`config.mk`:
```
export PLATFORM = sky130hd
export DESIGN_NAME = ctw_ctrl
export DESIGN_NICKNAME = d
export VERILOG_FILES = /design/src/design/ctw_pkg.sv /design/src/design/ctw_ctrl.sv
export SDC_FILE = /design/constraint.sdc
export NUM_CORES = 1
export LEC_CHECK = 0
export BUFFER_PORTS_ARGS = -buffer_cell sky130_fd_sc_hd__buf_2
export CAP_MARGIN = 20
export CORE_AREA = 3 3 40 42
export DETAILED_ROUTE_END_ITERATION = 7
export DIE_AREA = 0 0 43 45
export PLACE_DENSITY_LB_ADDON = 0.05
export SLEW_MARGIN = 10
export SYNTH_ARGS = -nofsm -noshare
export SYNTH_HDL_FRONTEND = slang
export SYNTH_SLANG_ARGS = --single-unit
```
`constraint.sdc`:
```
create_clock -name clk -period 3.05 [get_ports clk]
set_clock_uncertainty 0.2 [all_clocks]
set_input_delay 0.7625 -clock clk [delete_from_list [all_inputs] [get_ports clk]]
set_output_delay 0.7625 -clock clk [all_outputs]
set_load 0.01 [all_outputs]
```
`src/design/ctw_pkg.sv`:
```
`timescale 1ns / 1ps
`default_nettype none
package ctw_pkg;

  localparam int COLUMNS    = 80;
  localparam int ROWS       = 25;
  localparam int CELL_COUNT = COLUMNS * ROWS;
  localparam int CELL_AW    = $clog2(CELL_COUNT);

  localparam int OP_W   = 2;
  localparam int CHAR_W = 8;
  localparam int ATTR_W = 8;
  localparam int IDX_W  = 11;
  localparam int COL_W  = 7;
  localparam int ROW_W  = 5;
  localparam int CELL_W = CHAR_W + ATTR_W;

  localparam logic [CHAR_W-1:0] BLANK_CHAR     = 8'h20;
  localparam logic [ATTR_W-1:0] RESET_ATTR     = 8'h07;
  localparam logic [CHAR_W-1:0] NEWLINE_CODE   = 8'd10;
  localparam logic [CHAR_W-1:0] BACKSPACE_CODE = 8'd8;

  typedef enum logic [OP_W-1:0] {
    OP_PLAIN = 2'd0,
    OP_COLOR = 2'd1,
    OP_CLEAR = 2'd2,
    OP_READ  = 2'd3
  } op_t;

  typedef enum logic [2:0] {
    S_INIT,
    S_IDLE,
    S_EXEC,
    S_RDWAIT,
    S_COPY,
    S_DRAIN,
    S_FILL,
    S_RESULT
  } state_t;

  // controller to datapath
  typedef struct packed {
    logic capture;     // take the input item
    logic exec;        // cursor update, glyph write or read issue
    logic cnt_zero;
    logic cnt_tail;    // sweep counter to the first cell of the bottom row
    logic cnt_inc;
    logic copy_rd;     // scroll copy: read one row below the counter
    logic fill_wr;     // blank the cell at the counter
    logic fill_reset;  // blank with the reset attribute
    logic load_out;
  } cmd_t;

  // datapath to controller
  typedef struct packed {
    logic is_read;
    logic is_clear;
    logic scroll_needed;
    logic copy_last;
    logic fill_last;
    logic out_ok;
  } sts_t;

endpackage
`default_nettype wire

```
`src/design/ctw_ctrl.sv`:
```
`timescale 1ns / 1ps
`default_nettype none
module ctw_ctrl (
  input  wire logic          clk,
  input  wire logic          rst_n,
  input  wire ctw_pkg::sts_t sts,
  output ctw_pkg::cmd_t      cmd,
  input  wire logic          in_valid,
  output logic               in_stall
);
  import ctw_pkg::*;

  state_t state_r, state_nxt;

  always_ff @(posedge clk) begin
    if (!rst_n) begin
      state_r <= S_INIT;
    end else begin
      state_r <= state_nxt;
    end
  end

  always_comb begin
    state_nxt = state_r;
    unique case (state_r)
      S_INIT: begin
        if (sts.fill_last) state_nxt = S_IDLE;
      end
      S_IDLE: begin
        if (in_valid) state_nxt = S_EXEC;
      end
      S_EXEC: begin
        priority if (sts.is_read) state_nxt = S_RDWAIT;
        else if (sts.is_clear) state_nxt = S_FILL;
        else if (sts.scroll_needed) state_nxt = S_COPY;
        else if (sts.out_ok) state_nxt = S_IDLE;
        else state_nxt = S_RESULT;
      end
      S_RDWAIT: begin
        state_nxt = sts.out_ok ? S_IDLE : S_RESULT;
      end
      S_COPY: begin
        if (sts.copy_last) state_nxt = S_DRAIN;
      end
      S_DRAIN: begin
        state_nxt = S_FILL;
      end
      S_FILL: begin
        if (sts.fill_last) state_nxt = sts.out_ok ? S_IDLE : S_RESULT;
      end
      S_RESULT: begin
        if (sts.out_ok) state_nxt = S_IDLE;
      end
      default: state_nxt = S_IDLE;
    endcase
  end

  always_comb begin
    cmd      = '0;
    in_stall = 1'b1;
    unique case (state_r)
      S_INIT: begin
        cmd.fill_wr    = 1'b1;
        cmd.fill_reset = 1'b1;
        cmd.cnt_inc    = 1'b1;
      end
      S_IDLE: begin
        in_stall    = 1'b0;
        cmd.capture = in_valid;
      end
      S_EXEC: begin
        cmd.exec = 1'b1;
        priority if (sts.is_read) cmd.load_out = 1'b0;
        else if (sts.is_clear || sts.scroll_needed) cmd.cnt_zero = 1'b1;
        else cmd.load_out = sts.out_ok;
      end
      S_RDWAIT: begin
        cmd.load_out = sts.out_ok;
      end
      S_COPY: begin
        cmd.copy_rd  = 1'b1;
        cmd.cnt_inc  = !sts.copy_last;
        cmd.cnt_tail = sts.copy_last;
      end
      S_DRAIN: begin
        cmd = '0;
      end
      S_FILL: begin
        cmd.fill_wr  = 1'b1;
        cmd.cnt_inc  = 1'b1;
        cmd.load_out = sts.fill_last && sts.out_ok;
      end
      S_RESULT: begin
        cmd.load_out = sts.out_ok;
      end
      default: cmd = '0;
    endcase
  end

endmodule
`default_nettype wire

```
==> results.md, run 1 <==
- First-pass GRT wire length: 1410 um
- Worst-path clk slew: 40 ps
- Slew HR: 64.2%
- Worst IR Drop VDD: 377 uV
- Max reg flops: 3
- Pwr dens: 914 nW/um^2
- Top post-synthesis cells by area: dfxtp_1 (16%), a21oi_1 (5.4%), inv_1 (5.1%)
- Main synth FF type: dfxtp_1
- Largest net degree at the start of global routing: 18
- Biggest regs: state_r: 3 flops
- Worst R2R Start: state_r[1]$_SDFFE_PN0P_
- Fillers: 148
- P&R area growth vs syn: 31.0%
- Starting Density: 28.9%
- Number of global-route vias before repair: 327
- Worst slew pin tran: 537 ps
- PortBufs: 18
- Final antenna-violating net count: 0
- Post-synthesis sequential area ratio: 16.2%
- Dpl cell area: 460 sq um
- Synthesized instance count: 53
- Initial antenna violation count: 0
- Async SR Flop Fraction: 0%
- Yosys top cell area share: 16.2%
- Crit share post-route: 80.8%
- Top-count cell post-synth: inv_1
- Final core occ: 37.9%
- Final setup vio count: 0
- Diodes inserted: 0
- Crit end category: primary output
- Critical path origin: state_r[1]$_SDFFE_PN0P_
- Standard-cell rows: 13
- Syn avg cell area: 7.01 sq um
- Seq cells post-synth: 3
- TritonCTS clock tree: built
- Max capacitance violation total: 0
- Horiz. Die Dim: 43 um
- Post-CTS sizing: 0
- Setup Buffers After CTS: 0
- Die area: 1940 sq um
- Max Freq: 406 MHz
- Ys Warns: 0
- Distinct cells, synth: 29
- Leading cell types by count after synthesis: inv_1 (5), a21oi_1 (4), nor2_1 (4)
- Vias: 421
- Initial drt markers: 3
- Leak Pwr: 0.255 nW
- Syn Nets: 62
- Most flop-heavy register: state_r
- Post-layout power: 0.445 mW
- Status: complete, no violations
- Crit start category: flip-flop
- Fraction of layout cells with a size suffix above 1: 36.6%
- CTS hold repair buffers: 0
- Post-synth EDFFs: 0
- Area leader, netlist: dfxtp_1
- Fin. Hold Viols: 0
- Die height: 45 um
- Critical setup path kind: flip-flop to primary output
- WL final: 886 um
- Routed WL per cell: 10.3 um
- Core outline area: 1280 sq um
- Clock tree root buffer cell: clkbuf_4
- Router iterations before antenna repair: 3
- I/O pin total: 19
- Post-Syn Area: 372 sq um
- Largest fanout on the critical path: 15
- CP arrival: 1500 ps
- Unrepaired setup endpoints after global routing: no
- TNS Setup: 0 ps
- Vias per cell: 4.90
- Residual DRC: 0
- Hold Path Class: flip-flop to flip-flop
- Final min period: 2460 ps
- Nets: 81
- Final global-route overflow total: 0
- Startpoint of the worst hold path: state_r[1]$_SDFFE_PN0P_
- H-tree depth: 1
- Critical Path RT: 2090 ps
- Final GP Congestion: 0.676
- Clock Path Buffers: 2
- CTS sink count: 3
- Total Routing Usage GR: 9.48%
- Fin area: 487 sq um
- Slew Viols, Final: 0
- Worst-Skew Late Latency: 230 ps
- Total CTS buffers: 3
## worst paths after layout
path,depth (start not counted),endpoint,slack (ps)
worst min-delay path,2,state_r[1]$_SDFFE_PN0P_,490
worst max-delay path,4,cmd[6],590
worst max register to register,4,state_r[2]$_SDFFE_PN0P_,1170
worst min register to register,2,state_r[1]$_SDFFE_PN0P_,490
## stage by stage
stage	setup slack [ps]	std cells	hold slack, ps
2_1_floorplan	811	53	498
3_5_place_dp	591	82	496
3_3_place_gp	608	82	524
6_report	586	86	490
4_1_cts	553	86	503
5_1_grt	388	86	557
## worst max-delay path: stages, from the launching register on
cell and delay, ps:
dfxtp_1 590, nor3b_1 290, o211ai_1 190, inv_1 80, buf_2 120
## per-layer routing
metal | part of all wire [%] | track usage [%] | wire (um)
met5 | 0 | 0 | 0
met4 | 0 | 1.81 | 0
met3 | 6.0 | 3.59 | 53
met2 | 41 | 13.5 | 364
met1 | 53 | 13.7 | 468
## power breakdown
group | leakage (nW) | internal (mW) | switching, mW | total [mW]
Combinational | 0.215 | 0.143 | 0.139 | 0.282
Clock | 0.0150 | 0.0489 | 0.0190 | 0.0679
Sequential | 0.0247 | 0.0551 | 0.0399 | 0.0949
Total | 0.255 | 0.247 | 0.198 | 0.445
## cells by family after synthesis
logic type	synth area share (%)
xor gates and xnor gates	2.36
muxes	3.03
and+or+nand+nor	36.7
AOI/OAI and AO/OA	29.3
DFF	16.2
buffers and inverters	12.5
## final cells by class
class	instances	area [sq um]	area share [%]
Clock buffer	4	26.3	5.40
Inverter	5	18.8	3.86
Multi-Input combinational cell	40	265	54.5
Sequential cell	3	60.1	12.3
Tap cell	15	18.8	3.86
Timing Repair Buffer	19	97.6	20.1
## cells in the final DEF, fill, tap and decap left out, types with 2 or more instances in the layout
cell       n
a21oi_1    4
and3_1     2
buf_2     18
clkbuf_4   3
dfxtp_1    3
inv_1      5
nand2_1    2
nand2b_1   2
nand3_1    3
nor2_1     4
nor2b_1    3
o21ai_0    3
o22ai_1    2
Note: power is estimated with default switching activity, not from simulation.
==> run 2: changes to the inputs <==
Settings changed: ABC_AREA set to 1.
Clock period 3.05 ns to 2.2 ns, I/O delays scaled along.
==> run 2 against run 1 <==
Setup slack lost 420 ps. Die area is the same. Cell count up 22%. Utilization grew 1.9 points. Combinational power rose by 44%. Clock power up 40%. Flip-flop and latch count unchanged. Largest cell class unchanged.
==> results.md, run 2 <==
- Most flop-heavy register: state_r
- Critical Path RT: 1450 ps (-640 ps)
- Vias per cell: 4.49 (-8.4%)
- Top post-synthesis cells by area: dfxtp_1 (16%), nand2_1 (14%), inv_1 (13%)
- Crit share post-route: 92.5%
- Leak Pwr: 0.294 nW (+15%)
- Hold path cells: 2 (unchanged)
- Status: complete, no violations
- Slew HR: 80.7% (+17 points)
- WHS: 348 ps (-142 ps)
- HPWL after detailed placement: 778 um
- Leading cell types in the layout, fill and taps excluded: buf_2 (18), nand2_1 (14), inv_1 (13)
- Post-CTS sizing: 0 (unchanged)
- Vias: 471 (+12%)
- WL final: 940 um (+6.1%)
- Max Freq: 492 MHz
- Total Routing Usage GR: 9.88% (+0.39 points)
- Initial antenna violation count: 0 (unchanged)
- Core outline area: 1280 sq um (unchanged)
- Syn Nets: 77 (+24%)
- Clock Path Buffers: 2 (unchanged)
- Slew Viols, Final: 0 (unchanged)
- Final core occ: 39.8% (+1.9 points)
- Largest net degree at the start of global routing: 10 (-8)
- Dpl cells: 101 (+23%)
- P&R area growth vs syn: 34.5%
- Yosys top cell area share: 15.8% (-0.37 points)
- Final global-route overflow total: 0 (unchanged)
- Hold Path Class: flip-flop to flip-flop
- Startpoint of the worst hold path: state_r[1]$_SDFFE_PN0P_
- Horiz. Die Dim: 43 um (unchanged)
- Die area: 1940 sq um (unchanged)
- Post-synth EDFFs: 0 (unchanged)
- Final setup vio count: 0 (unchanged)
- Worst-path clk slew: 40 ps (about the same)
- Final std cells w/o fill: 105 (+22%)
- Max reg flops: 3 (unchanged)
- CTS hold repair buffers: 0 (unchanged)
- Min-Delay Endpoint: state_r[1]$_SDFFE_PN0P_
- Seq cells post-synth: 3 (unchanged)
- TritonCTS clock tree: built
- Fraction of layout cells with a size suffix above 1: 38.9% (+2.3 points)
- Critical setup path kind: flip-flop to primary output
- Unrepaired setup endpoints after global routing: no
- Final antenna-violating net count: 0 (unchanged)
- Residual DRC: 0 (unchanged)
- Critical R2R Capture: state_r[2]$_SDFFE_PN0P_
- Fin. Hold Viols: 0 (unchanged)
- Router iterations before antenna repair: 2 (-1)
- Crit start category: flip-flop
- Largest fanout on the critical path: 8 (-7)
- Final min period: 2030 ps
- Die height: 45 um (unchanged)
- H-tree depth: 1 (unchanged)
- Nets: 100 (+23%)
- Ys Warns: 0 (unchanged)
- Max capacitance violation total: 0 (unchanged)
- Main synth FF type: dfxtp_1
- Setup Buffers After CTS: 0 (unchanged)
- Distinct cells, synth: 19 (-34%)
- Worst IR Drop VDD: 497 uV (+32%)
- CP arrival: 1280 ps (-220 ps)
- Routed WL per cell: 8.95 um (-13%)
- Final GP Congestion: 0.711 (+5.0%)
- Leading cell types by count after synthesis: nand2_1 (14), inv_1 (13), nor2_1 (8)
- Total CTS buffers: 3 (unchanged)
- Number of global-route vias before repair: 392 (+20%)
- CTS sink count: 3 (unchanged)
- Worst r2r path cells: 9 (+5)
- PortBufs: 18 (unchanged)
- Starting Density: 29.6% (+0.68 points)
- Worst slew pin tran: 288 ps (-249 ps)
- Pwr dens: 1230 nW/um^2 (+34%)
- Syn avg cell area: 5.59 sq um (-20%)
- Async SR Flop Fraction: 0% (unchanged)
- Area leader, netlist: dfxtp_1
- First-pass GRT wire length: 1500 um (+6.9%)
- Post-Syn Area: 380 sq um (+2.4%)
- Worst-Skew Late Latency: 230 ps (about the same)
- Worst R2R Start: state_r[0]$_SDFFE_PN0P_
- Synthesized instance count: 68 (+28%)
- Post-synthesis sequential area ratio: 15.8% (-0.37 points)
- Top-count cell post-synth: nand2_1
- I/O pin total: 19 (unchanged)
- R2R setup slack: 620 ps (-550 ps)
- TNS Setup: 0 ps (unchanged)
- Standard-cell rows: 13 (unchanged)
- Crit end category: primary output
- Diodes inserted: 0 (unchanged)
- Clock tree root buffer cell: clkbuf_4
- Initial drt markers: 7 (+4)
- Most common cell after layout, fill and taps aside: buf_2
- Biggest regs: state_r: 3 flops
-- run 2: cell type report --
type	count	area, sq um
tap	15	18.8
fill	154	773
sequential	3	61.3
timing repair buffer	20	105
multi-input combinational	49	248
inverter	14	52.6
clock buffer	4	26.3
-- run 2: how the worst max path moves through the flow --
stage,startpoint,end,slack (ps),cells past startpoint
finish,state_r[0]$_SDFFE_PN0P_,cmd[0],170,5
CTS,state_r[1]$_SDFFE_PN0P_,cmd[0],60,5
floorplan,sts[5],cmd[0],380,3
global placement,sts[5],cmd[0],240,5
global route,state_r[0]$_SDFFE_PN0P_,cmd[0],30,5
detailed placement,sts[5],cmd[0],240,5
-- run 2: logic make-up (layout without fill, tap and decap cells) --
group	after synthesis	after routing	share of synthesized area (%)
buffers and inverters	16	38	19.7
AND/OR/NAND/NOR	41	41	53.0
AO/OA/AOI/OAI	8	8	11.5
flip-flops	3	3	15.8
-- run 2: worst max-delay path: stages (launching register included) --
cell and delay [ps]:
dfxtp_1 470, inv_1 100, o22ai_1 190, nand2_1 70, o31ai_1 60, buf_2 170
-- run 2: where the power goes --
group | switching (mW) | total (mW) | internal (mW)
sequential | 0.0505 | 0.128 | 0.0775
clock | 0.0269 | 0.0948 | 0.0679
combinational | 0.238 | 0.406 | 0.167
-- run 2: layer usage --
layer  wire length [um]  part of all wire, %  vias up  global-route usage, %
met5                  0                    0        -                      0
met4                  0                    0        0                      0
met3                 57                  6.1        0                   3.59
met2                391                   42       14                   16.5
met1                491                   52      201                   13.1
li1                   -                    -      256                      -
-- run 2: through the flow --
stage	instance area [sq um]	setup WS [ps]	total power [mW]
2_1_floorplan	380	384	0.430
6_report	512	166	0.628
5_1_grt	512	33.5	0.700
4_1_cts	508	59.2	0.635
3_3_place_gp	482	245	0.541
3_5_place_dp	482	237	0.535
